File: src/hdl/xenc_pkg.sv
// ----------------------------------------------------------------------------
// x86-64 encoder package
// Shared constants, form codes and the instruction descriptor type that
// travels from the front end through the queue to the byte emitter.
// ----------------------------------------------------------------------------
`default_nettype none

package xenc_pkg;

	localparam int OFFSET_WIDTH = 32;
	localparam int MAX_BYTES    = 10;
	localparam int QUEUE_DEPTH  = 2;
	localparam int QUEUE_AW     = $clog2(QUEUE_DEPTH);

	localparam logic [7:0] REX_W      = 8'h48;
	localparam logic [7:0] REX_B_ONLY = 8'h41;
	localparam logic [7:0] OPC_MOV_ST = 8'h89;
	localparam logic [7:0] OPC_MOV_LD = 8'h8B;
	localparam logic [7:0] OPC_LEA    = 8'h8D;
	localparam logic [7:0] OPC_ADD_RR = 8'h01;
	localparam logic [7:0] OPC_SUB_RR = 8'h29;
	localparam logic [7:0] OPC_CMP_RR = 8'h39;
	localparam logic [7:0] OPC_MOV_I  = 8'hC7;
	localparam logic [7:0] OPC_MOV_I64 = 8'hB8;
	localparam logic [7:0] OPC_GRP1_I8 = 8'h83;
	localparam logic [7:0] OPC_GRP1_I32 = 8'h81;
	localparam logic [7:0] OPC_PUSH   = 8'h50;
	localparam logic [7:0] OPC_POP    = 8'h58;
	localparam logic [7:0] OPC_JMP    = 8'hE9;
	localparam logic [7:0] OPC_CALL   = 8'hE8;
	localparam logic [7:0] OPC_ESC    = 8'h0F;
	localparam logic [7:0] OPC_SYSCALL = 8'h05;
	localparam logic [7:0] OPC_RET    = 8'hC3;
	localparam logic [7:0] OPC_NOP    = 8'h90;
	localparam logic [7:0] SIB_RSP    = 8'h24;
	localparam logic [7:0] MODRM_REG  = 8'hC0;

	localparam logic [2:0] EXT_ADD = 3'd0;
	localparam logic [2:0] EXT_SUB = 3'd5;
	localparam logic [2:0] EXT_CMP = 3'd7;

	localparam logic RELOC_PC32  = 1'b0;
	localparam logic RELOC_PLT32 = 1'b1;

	localparam logic [0:0] REG_SIZE_ONLY = 1'b0;

	typedef enum logic [4:0] {
		OP_MOV_RR  = 5'd0,
		OP_MOV_IMM = 5'd1,
		OP_LOAD    = 5'd2,
		OP_STORE   = 5'd3,
		OP_LEA     = 5'd4,
		OP_ADD_RR  = 5'd5,
		OP_SUB_RR  = 5'd6,
		OP_CMP_RR  = 5'd7,
		OP_ADD_IMM = 5'd8,
		OP_SUB_IMM = 5'd9,
		OP_CMP_IMM = 5'd10,
		OP_PUSH    = 5'd11,
		OP_POP     = 5'd12,
		OP_JMP     = 5'd13,
		OP_CALL    = 5'd14,
		OP_JCC     = 5'd15,
		OP_RET     = 5'd16,
		OP_SYSCALL = 5'd17,
		OP_NOP     = 5'd18
	} op_t;

	typedef struct packed {
		logic [MAX_BYTES-1:0][7:0] bytes;
		logic [3:0]  len;
		logic        info_only;
		logic        err;
		logic        has_rel;
		logic        rel_local;
		logic        rel_kind;
		logic [3:0]  rel_pos;
		logic [31:0] tgt4;
	} desc_t;

	function automatic logic [7:0] jcc_code(input logic [3:0] cond);
		logic [7:0] code;
		if (cond < 4'd8) begin
			code = 8'h82 + {4'd0, cond};
		end else if (cond < 4'd12) begin
			code = 8'h84 + {4'd0, cond};
		end else begin
			code = 8'h8F;
		end
		return code;
	endfunction

endpackage

`default_nettype wire

File: src/hdl/x86_64_instruction_encoder.sv
// ----------------------------------------------------------------------------
// x86-64 instruction encoder
// Each input transaction names one instruction form; the block returns the
// machine-code bytes, one output transaction per byte, in encoding order.
// The input channel carries the form fields; the output channel carries one
// byte with its length, relocation marks and last flag. Both use valid and
// stall, and a transaction moves when valid is high and stall is low.
// An accepted input is registered in the front-end stage, the queue and the
// emitter's current descriptor; its bytes leave through the output register,
// one byte per cycle while the output is not stalled. An instruction has
// one to ten bytes; in size-only mode or on an encoding error it gives a
// single output transaction. A two-entry descriptor queue lets the front
// end keep accepting while the output is stalled; a stalled output holds
// its transaction. Reset clears the section offset, the size-only register
// and the pipeline and queue control state. size_only is written over the
// APB port at address zero and must only change while the block is idle.
// ----------------------------------------------------------------------------
`default_nettype none

module x86_64_instruction_encoder import xenc_pkg::*; (
	input  wire logic        clk,
	input  wire logic        arst_n,
	input  wire logic        psel,
	input  wire logic        penable,
	input  wire logic        pwrite,
	input  wire logic [2:0]  paddr,
	input  wire logic [31:0] pwdata,
	output logic [31:0]      prdata,
	output logic             pready,
	input  wire logic        in_valid,
	output logic             in_stall,
	input  wire logic [4:0]  op,
	input  wire logic [3:0]  cond,
	input  wire logic [3:0]  reg_a,
	input  wire logic [3:0]  reg_b,
	input  wire logic [3:0]  mem_base,
	input  wire logic        mem_rip,
	input  wire logic        mem_sym,
	input  wire logic signed [63:0] immediate,
	input  wire logic signed [31:0] displacement,
	input  wire logic        target_local,
	input  wire logic [31:0] target_offset,
	output logic             out_valid,
	input  wire logic        out_stall,
	output logic [7:0]       out_byte,
	output logic             byte_valid,
	output logic             last,
	output logic [3:0]       instr_length,
	output logic             reloc_here,
	output logic             reloc_kind,
	output logic [31:0]      reloc_offset,
	output logic             error
);

	logic  size_only_q;
	logic  push;
	desc_t push_desc;
	logic  queue_full;
	logic  pop;
	logic  head_valid;
	desc_t head_desc;
	logic  reg_hit;

	assign pready  = 1'b1;
	assign reg_hit = (paddr[2:2] == REG_SIZE_ONLY);
	assign prdata  = reg_hit ? {31'd0, size_only_q} : 32'd0;

	always_ff @(posedge clk or negedge arst_n) begin
		if (!arst_n) begin
			size_only_q <= 1'b0;
		end else if (psel && penable && pwrite && reg_hit) begin
			size_only_q <= pwdata[0];
		end
	end

	xenc_front u_front (
		.clk           (clk),
		.arst_n        (arst_n),
		.size_only     (size_only_q),
		.in_valid      (in_valid),
		.in_stall      (in_stall),
		.op            (op),
		.cond          (cond),
		.reg_a         (reg_a),
		.reg_b         (reg_b),
		.mem_base      (mem_base),
		.mem_rip       (mem_rip),
		.mem_sym       (mem_sym),
		.immediate     (immediate),
		.displacement  (displacement),
		.target_local  (target_local),
		.target_offset (target_offset),
		.push          (push),
		.push_desc     (push_desc),
		.queue_full    (queue_full)
	);

	xenc_queue u_queue (
		.clk        (clk),
		.arst_n     (arst_n),
		.push       (push),
		.push_desc  (push_desc),
		.full       (queue_full),
		.pop        (pop),
		.head_valid (head_valid),
		.head_desc  (head_desc)
	);

	xenc_back u_back (
		.clk          (clk),
		.arst_n       (arst_n),
		.head_valid   (head_valid),
		.head_desc    (head_desc),
		.pop          (pop),
		.out_valid    (out_valid),
		.out_stall    (out_stall),
		.out_byte     (out_byte),
		.byte_valid   (byte_valid),
		.last         (last),
		.instr_length (instr_length),
		.reloc_here   (reloc_here),
		.reloc_kind   (reloc_kind),
		.reloc_offset (reloc_offset),
		.error        (error)
	);

endmodule

`default_nettype wire

File: src/hdl/xenc_front.sv
// ----------------------------------------------------------------------------
// Encoder front end
// Accepts one instruction form per transaction, classifies it and builds a
// descriptor with its bytes, length and relocation details.
// ----------------------------------------------------------------------------
`default_nettype none

module xenc_front import xenc_pkg::*; (
	input  wire logic        clk,
	input  wire logic        arst_n,
	input  wire logic        size_only,
	input  wire logic        in_valid,
	output logic             in_stall,
	input  wire logic [4:0]  op,
	input  wire logic [3:0]  cond,
	input  wire logic [3:0]  reg_a,
	input  wire logic [3:0]  reg_b,
	input  wire logic [3:0]  mem_base,
	input  wire logic        mem_rip,
	input  wire logic        mem_sym,
	input  wire logic signed [63:0] immediate,
	input  wire logic signed [31:0] displacement,
	input  wire logic        target_local,
	input  wire logic [31:0] target_offset,
	output logic             push,
	output desc_t            push_desc,
	input  wire logic        queue_full
);

	desc_t      enc;
	desc_t      desc_s1;
	logic       valid_s1;
	logic       accept;
	logic       bad;
	logic [3:0] n;
	logic       imm_fit8;
	logic       imm_fit32;
	logic       disp_fit8;
	logic [1:0] mode;
	logic [2:0] rm;
	logic       rexb;
	logic       sib;
	logic [1:0] dk;
	logic [7:0] opc;
	logic [2:0] ext;

	assign imm_fit8  = (&immediate[63:7]) | ~(|immediate[63:7]);
	assign imm_fit32 = (&immediate[63:31]) | ~(|immediate[63:31]);
	assign disp_fit8 = (&displacement[31:7]) | ~(|displacement[31:7]);

	always_comb begin
		enc = '0;
		n = 4'd0;
		bad = 1'b0;
		mode = 2'd0;
		rm = 3'd5;
		rexb = 1'b0;
		sib = 1'b0;
		dk = 2'd0;
		opc = OPC_MOV_LD;
		ext = EXT_ADD;
		unique case (op_t'(op))
			OP_MOV_RR, OP_ADD_RR, OP_SUB_RR, OP_CMP_RR: begin
				unique case (op_t'(op))
					OP_ADD_RR: opc = OPC_ADD_RR;
					OP_SUB_RR: opc = OPC_SUB_RR;
					OP_CMP_RR: opc = OPC_CMP_RR;
					default:   opc = OPC_MOV_ST;
				endcase
				enc.bytes[0] = REX_W | {5'd0, reg_a[3], 1'b0, reg_b[3]};
				enc.bytes[1] = opc;
				enc.bytes[2] = MODRM_REG | {2'd0, reg_a[2:0], reg_b[2:0]};
				n = 4'd3;
			end
			OP_MOV_IMM: begin
				enc.bytes[0] = REX_W | {7'd0, reg_a[3]};
				if (imm_fit32) begin
					enc.bytes[1] = OPC_MOV_I;
					enc.bytes[2] = MODRM_REG | {5'd0, reg_a[2:0]};
					for (int i = 0; i < 4; i++) begin
						enc.bytes[3 + i] = immediate[8*i +: 8];
					end
					n = 4'd7;
				end else begin
					enc.bytes[1] = OPC_MOV_I64 | {5'd0, reg_a[2:0]};
					for (int i = 0; i < 8; i++) begin
						enc.bytes[2 + i] = immediate[8*i +: 8];
					end
					n = 4'd10;
				end
			end
			OP_LOAD, OP_STORE, OP_LEA: begin
				unique case (op_t'(op))
					OP_STORE: opc = OPC_MOV_ST;
					OP_LEA:   opc = OPC_LEA;
					default:  opc = OPC_MOV_LD;
				endcase
				if (mem_rip) begin
					dk = mem_sym ? 2'd3 : 2'd2;
				end else begin
					rexb = mem_base[3];
					rm = mem_base[2:0];
					sib = (mem_base[2:0] == 3'd4);
					if (displacement == 32'sd0 && mem_base[2:0] != 3'd5) begin
						mode = 2'd0;
						dk = 2'd0;
					end else if (disp_fit8) begin
						mode = 2'd1;
						dk = 2'd1;
					end else begin
						mode = 2'd2;
						dk = 2'd2;
					end
				end
				enc.bytes[0] = REX_W | {5'd0, reg_a[3], 1'b0, rexb};
				enc.bytes[1] = opc;
				enc.bytes[2] = {mode, reg_a[2:0], rm};
				n = 4'd3;
				if (sib) begin
					enc.bytes[3] = SIB_RSP;
					n = 4'd4;
				end
				unique case (dk)
					2'd1: begin
						enc.bytes[n] = displacement[7:0];
						n = n + 4'd1;
					end
					2'd2: begin
						for (int i = 0; i < 4; i++) begin
							enc.bytes[n + 4'(i)] = displacement[8*i +: 8];
						end
						n = n + 4'd4;
					end
					2'd3: begin
						enc.has_rel = 1'b1;
						enc.rel_local = target_local;
						enc.rel_kind = RELOC_PC32;
						enc.rel_pos = n;
						n = n + 4'd4;
					end
					default: begin
					end
				endcase
			end
			OP_ADD_IMM, OP_SUB_IMM, OP_CMP_IMM: begin
				unique case (op_t'(op))
					OP_SUB_IMM: ext = EXT_SUB;
					OP_CMP_IMM: ext = EXT_CMP;
					default:    ext = EXT_ADD;
				endcase
				if (!imm_fit32) begin
					bad = 1'b1;
				end else begin
					enc.bytes[0] = REX_W | {7'd0, reg_a[3]};
					enc.bytes[1] = imm_fit8 ? OPC_GRP1_I8 : OPC_GRP1_I32;
					enc.bytes[2] = MODRM_REG | {2'd0, ext, reg_a[2:0]};
					if (imm_fit8) begin
						enc.bytes[3] = immediate[7:0];
						n = 4'd4;
					end else begin
						for (int i = 0; i < 4; i++) begin
							enc.bytes[3 + i] = immediate[8*i +: 8];
						end
						n = 4'd7;
					end
				end
			end
			OP_PUSH, OP_POP: begin
				if (reg_a[3]) begin
					enc.bytes[0] = REX_B_ONLY;
					n = 4'd1;
				end
				enc.bytes[n] = ((op_t'(op) == OP_PUSH) ? OPC_PUSH : OPC_POP) |
					{5'd0, reg_a[2:0]};
				n = n + 4'd1;
			end
			OP_JMP, OP_CALL: begin
				enc.bytes[0] = (op_t'(op) == OP_JMP) ? OPC_JMP : OPC_CALL;
				enc.has_rel = 1'b1;
				enc.rel_local = target_local;
				enc.rel_kind = RELOC_PLT32;
				enc.rel_pos = 4'd1;
				n = 4'd5;
			end
			OP_JCC: begin
				enc.bytes[0] = OPC_ESC;
				enc.bytes[1] = jcc_code(cond);
				enc.has_rel = 1'b1;
				enc.rel_local = target_local;
				enc.rel_kind = RELOC_PLT32;
				enc.rel_pos = 4'd2;
				n = 4'd6;
			end
			OP_RET: begin
				enc.bytes[0] = OPC_RET;
				n = 4'd1;
			end
			OP_SYSCALL: begin
				enc.bytes[0] = OPC_ESC;
				enc.bytes[1] = OPC_SYSCALL;
				n = 4'd2;
			end
			OP_NOP: begin
				enc.bytes[0] = OPC_NOP;
				n = 4'd1;
			end
			default: begin
				bad = 1'b1;
			end
		endcase
		enc.err = bad;
		enc.info_only = size_only | bad;
		enc.len = bad ? 4'd0 : n;
		enc.tgt4 = target_offset - 32'd4;
	end

	assign in_stall  = valid_s1 & queue_full;
	assign accept    = in_valid & ~in_stall;
	assign push      = valid_s1 & ~queue_full;
	assign push_desc = desc_s1;

	always_ff @(posedge clk or negedge arst_n) begin
		if (!arst_n) begin
			valid_s1 <= 1'b0;
		end else if (accept) begin
			valid_s1 <= 1'b1;
		end else if (push) begin
			valid_s1 <= 1'b0;
		end
	end

	always_ff @(posedge clk) begin
		if (accept) begin
			desc_s1 <= enc;
		end
	end

endmodule

`default_nettype wire

File: src/hdl/xenc_queue.sv
// ----------------------------------------------------------------------------
// Descriptor queue
// Short first-in first-out buffer that decouples the front end from the
// byte emitter.
// ----------------------------------------------------------------------------
`default_nettype none

module xenc_queue import xenc_pkg::*; (
	input  wire logic  clk,
	input  wire logic  arst_n,
	input  wire logic  push,
	input  wire desc_t push_desc,
	output logic       full,
	input  wire logic  pop,
	output logic       head_valid,
	output desc_t      head_desc
);

	desc_t                 entry_q [QUEUE_DEPTH];
	logic [QUEUE_AW-1:0]   wr_ptr_q;
	logic [QUEUE_AW-1:0]   rd_ptr_q;
	logic [QUEUE_AW:0]     count_q;
	logic                  do_pop;

	assign full       = (count_q == (QUEUE_AW+1)'(QUEUE_DEPTH));
	assign head_valid = (count_q != '0);
	assign head_desc  = entry_q[rd_ptr_q];
	assign do_pop     = pop & head_valid;

	always_ff @(posedge clk or negedge arst_n) begin
		if (!arst_n) begin
			wr_ptr_q <= '0;
			rd_ptr_q <= '0;
			count_q  <= '0;
		end else begin
			if (push) begin
				wr_ptr_q <= (wr_ptr_q == QUEUE_AW'(QUEUE_DEPTH - 1)) ? '0 : wr_ptr_q + 1'b1;
			end
			if (do_pop) begin
				rd_ptr_q <= (rd_ptr_q == QUEUE_AW'(QUEUE_DEPTH - 1)) ? '0 : rd_ptr_q + 1'b1;
			end
			if (push && !do_pop) begin
				count_q <= count_q + 1'b1;
			end else if (!push && do_pop) begin
				count_q <= count_q - 1'b1;
			end
		end
	end

	always_ff @(posedge clk) begin
		if (push) begin
			entry_q[wr_ptr_q] <= push_desc;
		end
	end

endmodule

`default_nettype wire

File: src/hdl/xenc_back.sv
// ----------------------------------------------------------------------------
// Byte emitter
// Walks the current descriptor one byte per cycle unless stalled, resolves
// local rel32 fields against the running offset, drives the output register.
// ----------------------------------------------------------------------------
`default_nettype none

module xenc_back import xenc_pkg::*; (
	input  wire logic   clk,
	input  wire logic   arst_n,
	input  wire logic   head_valid,
	input  wire desc_t  head_desc,
	output logic        pop,
	output logic        out_valid,
	input  wire logic   out_stall,
	output logic [7:0]  out_byte,
	output logic        byte_valid,
	output logic        last,
	output logic [3:0]  instr_length,
	output logic        reloc_here,
	output logic        reloc_kind,
	output logic [31:0] reloc_offset,
	output logic        error
);

	desc_t                   cur_q;
	logic                    cur_valid_q;
	logic [3:0]              idx_q;
	logic [OFFSET_WIDTH-1:0] run_q;
	logic [3:0][7:0]         rel_q;
	logic                    out_valid_q;
	logic [7:0]              out_byte_q;
	logic                    byte_valid_q;
	logic                    last_q;
	logic [3:0]              len_q;
	logic                    reloc_here_q;
	logic                    reloc_kind_q;
	logic [31:0]             reloc_offset_q;
	logic                    error_q;

	logic            emit;
	logic            is_last;
	logic            load;
	logic [31:0]     run32;
	logic [3:0][7:0] diff;
	logic [3:0]      rel_off;
	logic            in_rel;
	logic            at_reloc;
	logic [7:0]      sel_byte;

	assign emit    = cur_valid_q & (~out_valid_q | ~out_stall);
	assign is_last = cur_q.info_only | (idx_q == cur_q.len - 4'd1);
	assign load    = head_valid & (~cur_valid_q | (emit & is_last));
	assign pop     = load;

	assign run32    = 32'(run_q);
	assign diff     = cur_q.tgt4 - run32;
	assign rel_off  = idx_q - cur_q.rel_pos;
	assign in_rel   = cur_q.has_rel & cur_q.rel_local & (idx_q >= cur_q.rel_pos) &
		(rel_off < 4'd4);
	assign at_reloc = cur_q.has_rel & ~cur_q.rel_local & (idx_q == cur_q.rel_pos);

	always_comb begin
		if (in_rel) begin
			sel_byte = (rel_off == 4'd0) ? diff[0] : rel_q[rel_off[1:0]];
		end else begin
			sel_byte = cur_q.bytes[idx_q];
		end
	end

	always_ff @(posedge clk or negedge arst_n) begin
		if (!arst_n) begin
			cur_valid_q <= 1'b0;
			idx_q       <= '0;
			run_q       <= '0;
			out_valid_q <= 1'b0;
		end else begin
			if (load) begin
				cur_valid_q <= 1'b1;
				idx_q       <= '0;
			end else if (emit) begin
				if (is_last) begin
					cur_valid_q <= 1'b0;
				end
				idx_q <= idx_q + 4'd1;
			end
			if (emit && !cur_q.info_only) begin
				run_q <= run_q + OFFSET_WIDTH'(1);
			end
			if (emit) begin
				out_valid_q <= 1'b1;
			end else if (!out_stall) begin
				out_valid_q <= 1'b0;
			end
		end
	end

	always_ff @(posedge clk) begin
		if (load) begin
			cur_q <= head_desc;
		end
		if (emit && in_rel && rel_off == 4'd0) begin
			rel_q <= diff;
		end
		if (emit) begin
			len_q <= cur_q.len;
			if (cur_q.info_only) begin
				out_byte_q     <= 8'd0;
				byte_valid_q   <= 1'b0;
				last_q         <= 1'b1;
				reloc_here_q   <= 1'b0;
				reloc_kind_q   <= 1'b0;
				reloc_offset_q <= 32'd0;
				error_q        <= cur_q.err;
			end else begin
				out_byte_q     <= sel_byte;
				byte_valid_q   <= 1'b1;
				last_q         <= is_last;
				reloc_here_q   <= at_reloc;
				reloc_kind_q   <= at_reloc ? cur_q.rel_kind : 1'b0;
				reloc_offset_q <= at_reloc ? run32 : 32'd0;
				error_q        <= 1'b0;
			end
		end
	end

	assign out_valid    = out_valid_q;
	assign out_byte     = out_byte_q;
	assign byte_valid   = byte_valid_q;
	assign last         = last_q;
	assign instr_length = len_q;
	assign reloc_here   = reloc_here_q;
	assign reloc_kind   = reloc_kind_q;
	assign reloc_offset = reloc_offset_q;
	assign error        = error_q;

endmodule

`default_nettype wire

File: config.mk
export PLATFORM = sky130hd
export DESIGN_NAME = x86_64_instruction_encoder
export DESIGN_NICKNAME = d
export VERILOG_FILES = /design/src/hdl/xenc_pkg.sv /design/src/hdl/x86_64_instruction_encoder.sv /design/src/hdl/xenc_front.sv /design/src/hdl/xenc_queue.sv /design/src/hdl/xenc_back.sv
export SDC_FILE = /design/constraint.sdc
export NUM_CORES = 1
export LEC_CHECK = 0
export ABC_AREA = 1
export BUFFER_PORTS_ARGS = -buffer_cell sky130_fd_sc_hd__buf_2
export CAP_MARGIN = 30
export CELL_PAD_IN_SITES_DETAIL_PLACEMENT = 0
export CELL_PAD_IN_SITES_GLOBAL_PLACEMENT = 1
export CORE_ASPECT_RATIO = 1.75
export CORE_UTILIZATION = 50
export DETAILED_ROUTE_END_ITERATION = 10
export GPL_ROUTABILITY_DRIVEN = 0
export GPL_TIMING_DRIVEN = 0
export PLACE_DENSITY_LB_ADDON = 0.1
export SYNTH_ARGS = -nofsm -noshare
export SYNTH_HDL_FRONTEND = slang
export SYNTH_SLANG_ARGS = --single-unit
export TNS_END_PERCENT = 5
File: constraint.sdc
create_clock -name clk -period 20.8 [get_ports clk]
set_input_delay 4.16 -clock clk [delete_from_list [all_inputs] [get_ports clk]]
set_output_delay 4.16 -clock clk [all_outputs]
set_load 0.005 [all_outputs]
==> results of run 1 <==
## cell usage in the layout (no fill, tap or decap), types with 12 or more instances in the layout
master	netlist	layout
a21oi_1	53	53
buf_2	20	231
buf_4	37	37
clkbuf_1	49	54
clkbuf_16	0	52
clkinv_1	4	12
clkinv_2	0	14
conb_1	2	33
dfrtp_1	44	44
edfxtp_1	577	577
ha_1	40	40
inv_1	224	222
nand2_1	941	941
nand3_1	180	180
nand3b_1	13	13
nand4_1	49	49
nor2_1	366	364
nor3_1	41	40
o211ai_1	18	18
o21ai_0	97	97
xnor2_1	19	19
xor2_1	62	62
## cells by family after synthesis
logic type,share of synthesized area
and+or+nand+nor,0.234
other,0.000257
DFF,0.631
AOI/OAI and AO/OA,0.0403
buffers and inverters,0.0515
adders and majority gates,0.0185
xor gates and xnor gates,0.0243
## flip-flops by register name, indices dropped and copies added, names as in the netlist, 2 cells and up
register             flops
u_queue.entry_q        248
u_back.cur_q           124
u_front.push_desc      124
u_back.rel_q            32
u_back.reloc_offset     32
u_back.run32            32
u_back.out_byte          8
u_back.idx_q             4
u_back.instr_length      4
u_queue.count_q          2
## final cells by class
type | count | area [sq um] | area share
Sequential cell | 621 | 18400 | 0.552
Multi-Input combinational cell | 1998 | 9390 | 0.281
Timing Repair Buffer | 226 | 1350 | 0.0405
Clock buffer | 57 | 1320 | 0.0395
Tap cell | 767 | 960 | 0.0287
Inverter | 240 | 913 | 0.0273
Buffer | 112 | 599 | 0.0179
Clock inverter | 41 | 435 | 0.0130
## critical path, stage by stage
cell and delay, ps:
buf_2 110, nor2_1 80, buf_2 110
## how the worst max path moves through the flow
stage / start / end / slack [ps]
6_report: paddr[2] / prdata[0] / 12180
5_1_grt: paddr[2] / prdata[0] / 12130
4_1_cts: paddr[2] / prdata[0] / 12180
3_5_place_dp: paddr[2] / prdata[0] / 12180
3_3_place_gp: u_queue.count_q[0] / u_queue.entry_q[0][87] / 11360
2_1_floorplan: paddr[2] / prdata[0] / 12370
## stage by stage
stage                     cell area [sq um]  utilization  cells  worst slack, ps
after global routing                  33400        0.581   4062            12130
after floorplan                       29300            -   2971            12370
after detailed placement              31600        0.550   3963            12180
after global placement                31300        0.545   3949            11360
final                                 33400        0.581   4062            12180
after CTS                             33400        0.581   4061            12180
## synthesized netlist by cell type, types with 4 or more instances
cell type,count
nor2_1,366
nand2_2,8
a21o_1,4
nand3b_1,13
dfrtp_1,44
o21bai_1,5
clkinv_1,4
xnor2_1,19
o32ai_1,8
ha_1,40
inv_1,224
nand2_4,4
xor2_1,62
edfxtp_1,577
buf_1,4
a21oi_1,53
o211ai_1,18
buf_4,37
nand3_1,180
inv_2,11
o21ai_2,4
nor3_1,41
nand2_1,941
buf_2,20
nand4_1,49
a21boi_0,5
o21ai_0,97
nor4_1,7
nor2_2,6
clkbuf_1,49
## routing by layer
| layer | up-vias | share of wire | global-route usage | routed length (um) |
|---|---|---|---|---|
| li1 | 10414 | - | - | - |
| met1 | 9994 | 0.32 | 0.256 | 26100 |
| met2 | 733 | 0.54 | 0.527 | 43800 |
| met3 | 272 | 0.036 | 0.0277 | 2950 |
| met4 | 0 | 0.099 | 0.242 | 7960 |
| met5 | - | 0 | 0 | 0 |
## power breakdown
part           switching [mW]  internal, mW
clock network           0.447         0.552
registers               0.143          1.95
logic                    1.10         0.449
==> flow_summary.json, run 1 <==
{
  "outcome": "completed",
  "ys_ff_latch": 621,
  "rows": 116,
  "coreArea_sq_um": 57500,
  "numCtsBuffers": 52,
  "drtAntennaViolNets": 0,
  "ctsResizeCount": 0,
  "syn_avg_cell_area_sq_um": 9.93,
  "postCtsSetupBuffers": 0,
  "r2r-end": "u_back.rel_q[11]",
  "holdWs_ps": 437,
  "yosysTopAreaCell": "edfxtp_1",
  "grt_pass1_vias": 21061,
  "die_h_um": 322,
  "drt_iter0_markers": 1426,
  "finalCritPeriodShare": 0.414,
  "clock_latency_ps": 610,
  "rr_worst_depth": 14,
  "netlist_instances": 2940,
  "period_needed_ps": 8620,
  "die_area_sq_um": 59400,
  "synth_edf_count": 577,
  "hold_path_depth": 0,
  "overflow": 0,
  "hpwlAfterDp_um": 63900,
  "grt_usage": 0.277,
  "dr_total_vias": 21413,
  "criticalPathCategory": "primary input to output port",
  "synthFlopType": "edfxtp_1",
  "hp-start": "u_front.push_desc[67]",
  "root_buffer": "clkbuf_16",
  "clock-sinks": 621,
  "diodes": 0,
  "synth-warning-count": 0,
  "startpoint_type": "primary input",
  "clock_skew_ps": 22.5,
  "postCtsHoldBufs": 0,
  "nFillCells": 5019,
  "fmax_ghz": 0.116,
  "setup_viol": 0,
  "synth_area_sq_um": 29200,
  "worst_slew_pin_slew_ps": 846,
  "totalNegativeSetupSlack_ps": 0,
  "routed_via_density": 5.27,
  "finalHoldViolations": 0,
  "hold_path_class": "flop to flop",
  "drive_above_1_share": 0.128,
  "vdd_drop_max_v": 0.000112,
  "grt_max_degree": 101,
  "crit_fanout": 2,
  "cts_buffer_depth": 3,
  "regToRegSetupSlack_ps": 16670,
  "grt_pass1_wl_um": 120000,
  "max_cap_violations": 0,
  "area_delta_synth_final_pct": 14.4,
  "end_kind": "output port",
  "nets": 3487,
  "synth_top_area_share": 0.594,
  "seq_area_frac_synth": 0.631,
  "io_pins": 278,
  "drc": 0,
  "r2r_start": "u_back.idx_q[0]",
  "clk_pin_slew_ps": 70,
  "synthTopCellsByArea": "edfxtp_1, nand2_1, nor2_1, dfrtp_1, nand3_1",
  "slew_violations": 0,
  "dieWidth_um": 185,
  "critPathRequiredTime_ps": 16640,
  "cts_tree": "built",
  "leakagePower_nw": 14.1,
  "first_pass_iters": 7,
  "routed_wl_um": 80800,
  "synth.distinct_cells": 49,
  "portBuffers": 211,
  "power_mw": 4.64,
  "wl_per_cell_um": 19.9,
  "synthArstFlopShare": 0.0709,
  "critPathArrivalTime_ps": 4460,
  "pwr_density_cell_nw_per_um2": 139,
  "antenna_found_initial": 0,
  "relSlewSlack": 0.436,
  "min_to": "u_queue.entry_q[0][67]",
  "cts_max_level": 2,
  "rsz0062_at_grt": "false",
  "start_util": 0.508
}
(Power assumes the default switching activity.)
==> run 2: changes to the inputs <==
--- a/config.mk
+++ b/config.mk
@@ -11,7 +11,7 @@
 export CELL_PAD_IN_SITES_DETAIL_PLACEMENT = 0
 export CELL_PAD_IN_SITES_GLOBAL_PLACEMENT = 1
 export CORE_ASPECT_RATIO = 1.75
-export CORE_UTILIZATION = 50
+export CORE_UTILIZATION = 42
 export DETAILED_ROUTE_END_ITERATION = 10
 export GPL_ROUTABILITY_DRIVEN = 0
 export GPL_TIMING_DRIVEN = 0
==> constraint.sdc (replaced) <==
create_clock -name clk -period 7.1 [get_ports clk]
set_input_delay 1.42 -clock clk [delete_from_list [all_inputs] [get_ports clk]]
set_output_delay 1.42 -clock clk [all_outputs]
set_load 0.005 [all_outputs]
==> run 2 against run 1 <==
  * First-iteration DRC count down 19%
  * Cell area rose by 0.81%
  * Setup slack lost 9500 ps
  * Critical endpoint is now u_back.rel_q[27]
  * Critical path depth up 11
  * Total power increased to 3.0 times the previous value
  * Sequential share of layout area shrank 0.44 points
  * Non-clock buffer count stayed put
  * Register-to-register slack got worse by 14000 ps
  * Combinational power rose to 2.9 times the previous value
  * Core utilization shrank 9.1 points
  * Largest cell class unchanged
  * Flip-flop and latch count unchanged
  * Hold slack improved by 4.8 ps
==> flow_summary.json, run 2 (same netlist as run 1, synthesis figures left out) <==
{
  "numCtsBuffers": 54,
  "top_register": "u_queue.entry_q",
  "rsz0062_at_grt": "false",
  "portBuffers": 211,
  "critPathRequiredTime_ps": 7400,
  "nets": 3489,
  "cp.depth": 14,
  "drtAntennaViolNets": 0,
  "final_common_cell": "nand2_1",
  "clock-sinks": 621,
  "nFillCells": 6475,
  "die_area_sq_um": 70600,
  "leakagePower_nw": 14.1,
  "pre_cts_ws_ps": 2720,
  "grtUsageMet1": 0.219,
  "area_delta_synth_final_pct": 15.4,
  "ctsResizeCount": 0,
  "cts_max_level": 2,
  "routed_via_density": 5.06,
  "period_needed_ps": 4390,
  "max_stage_delay_ps": 850,
  "cts_buffer_depth": 3,
  "root_buffer": "clkbuf_16",
  "crit_fanout": 13,
  "relSlewSlack": 0.341,
  "totalNegativeSetupSlack_ps": 0,
  "postCtsHoldBufs": 0,
  "end_kind": "flop",
  "grt_usage": 0.240,
  "coreArea_sq_um": 68600,
  "rows": 127,
  "design_area_sq_um": 33700,
  "postCtsSetupBuffers": 0,
  "grt_util_met2": 0.482,
  "rr_worst_depth": 14,
  "met3_usage": 0.0226,
  "hold_path_depth": 0,
  "dieWidth_um": 201,
  "grt_pass1_wl_um": 125000,
  "p_int_mw": 8.78,
  "antenna_found_initial": 2,
  "grt_max_degree": 96,
  "top_usage_layer": "met2",
  "cts_tree": "built",
  "layout_common_cells": "nand2_1, edfxtp_1, nor2_1",
  "seqCellArea_sq_um": 18400,
  "path_delay_family": "buffers and inverters",
  "crit_buf_inv": 7,
  "finalHoldViolations": 0,
  "clock_skew_ps": 17.4,
  "largest_reg_flops": 248,
  "vdd_drop_max_v": 0.000206,
  "finalCritPeriodShare": 0.618,
  "max_cap_violations": 0,
  "hold_path_class": "flop to flop",
  "die_h_um": 351,
  "clk_pin_slew_ps": 60,
  "drt_iter0_markers": 1160,
  "clock_power_share": 0.223,
  "setup_ws_ps": 2710,
  "sequentialPowerShare": 0.448,
  "hpwlAfterDp_um": 67900,
  "fmax_ghz": 0.228,
  "pwr_density_cell_nw_per_um2": 409,
  "placed_area_sq_um": 31800,
  "dr_total_vias": 21240,
  "routed_wl_um": 84500,
  "criticalPathCategory": "flop to flop",
  "worst_slew_pin_slew_ps": 983,
  "cp_slowest_cell": "nor3_2",
  "holdWs_ps": 442,
  "critPathArrivalTime_ps": 4690,
  "p_sw_mw": 4.98,
  "layoutNonFillerInstCount": 4200,
  "overflow": 0,
  "start_util": 0.425,
  "drive_above_1_share": 0.128,
  "io_pins": 278,
  "dp_cells": 4099,
  "crit_chain": "buf_2, inv_2, clkbuf_1, ha_1, inv_1, fa_1, xnor2_1, nand2_1, nor2_1, nand2_1, clkbuf_1, nor3_2, buf_6, buf_6",
  "drc": 0,
  "grt_pass1_vias": 21190,
  "first_pass_iters": 5,
  "startpoint_type": "flop",
  "switching_share": 0.362,
  "setup_viol": 0,
  "clock_latency_ps": 610,
  "share_comb_of_total_power": 0.329,
  "multi_input_area_sq_um": 9390,
  "slew_violations": 0,
  "wl_per_cell_um": 20.1,
  "outcome": "completed"
}
-- run 2: cell count changes in the layout (fill, tap and decap cells not counted), moves of 3 or more --
cell / change
clkinvlp_4: -3
clkinv_2: -5
clkbuf_8: +3
clkbuf_1: +3
inv_6: +3
clkbuf_16: +3
-- run 2: cell type report --
class,count,share of cell area
timing repair buffer,226,0.0404
clock inverter,33,0.0119
multi-input combinational,1998,0.279
clock buffer,66,0.0430
inverter,240,0.0271
tap,903,0.0336
sequential,621,0.547
buffer,112,0.0178
antenna,1,0.0000743
-- run 2: power by group through the flow --
stage	sequential, mW	clock, mW	combinational [mW]
after CTS	6.18	3.14	4.58
after detailed placement	6.25	0	4.56
after global routing	6.25	3.26	5.05
after floorplan	6.20	0	2.80
after global placement	6.46	0	4.33
final	6.16	3.07	4.53
-- run 2: routing by layer --
| metal | part of all wire | vias to the layer above | routed length (um) |
|---|---|---|---|
| met5 | 0.000036 | - | 3 |
| met4 | 0.084 | 2 | 7090 |
| met3 | 0.034 | 224 | 2880 |
| met2 | 0.56 | 690 | 47200 |
| met1 | 0.32 | 9912 | 27300 |
| li1 | - | 10412 | - |
-- run 2: final timing paths --
| kind | startpoint | end | slack (ps) |
|---|---|---|---|
| worst min-delay path | u_front.push_desc[121] | u_queue.entry_q[1][121] | 440 |
| worst max-delay path | u_back.idx_q[0] | u_back.rel_q[27] | 2710 |
| min in group asynchronous | arst_n | u_back.run32[14] | 790 |
| worst min register to register | u_front.push_desc[121] | u_queue.entry_q[1][121] | 440 |
| max in group asynchronous | arst_n | u_back.run32[8] | 5770 |
| worst max register to register | u_back.idx_q[0] | u_back.rel_q[27] | 2710 |
-- run 2: worst reg2reg max path: cells and delay by family (launching register included) --
kind / cells / cell delay [ps]
fa+ha+maj: 2 / 660
xor+xnor: 1 / 220
simple gates: 4 / 1170
flops: 1 / 390
buf+inv: 7 / 1630
-- run 2: stage by stage --
stage	util	total power [mW]
detailed placement	0.463	10.8
finish	0.490	13.8
CTS	0.490	13.9
global route	0.490	14.6
floorplan	-	9.00
global placement	0.459	10.8
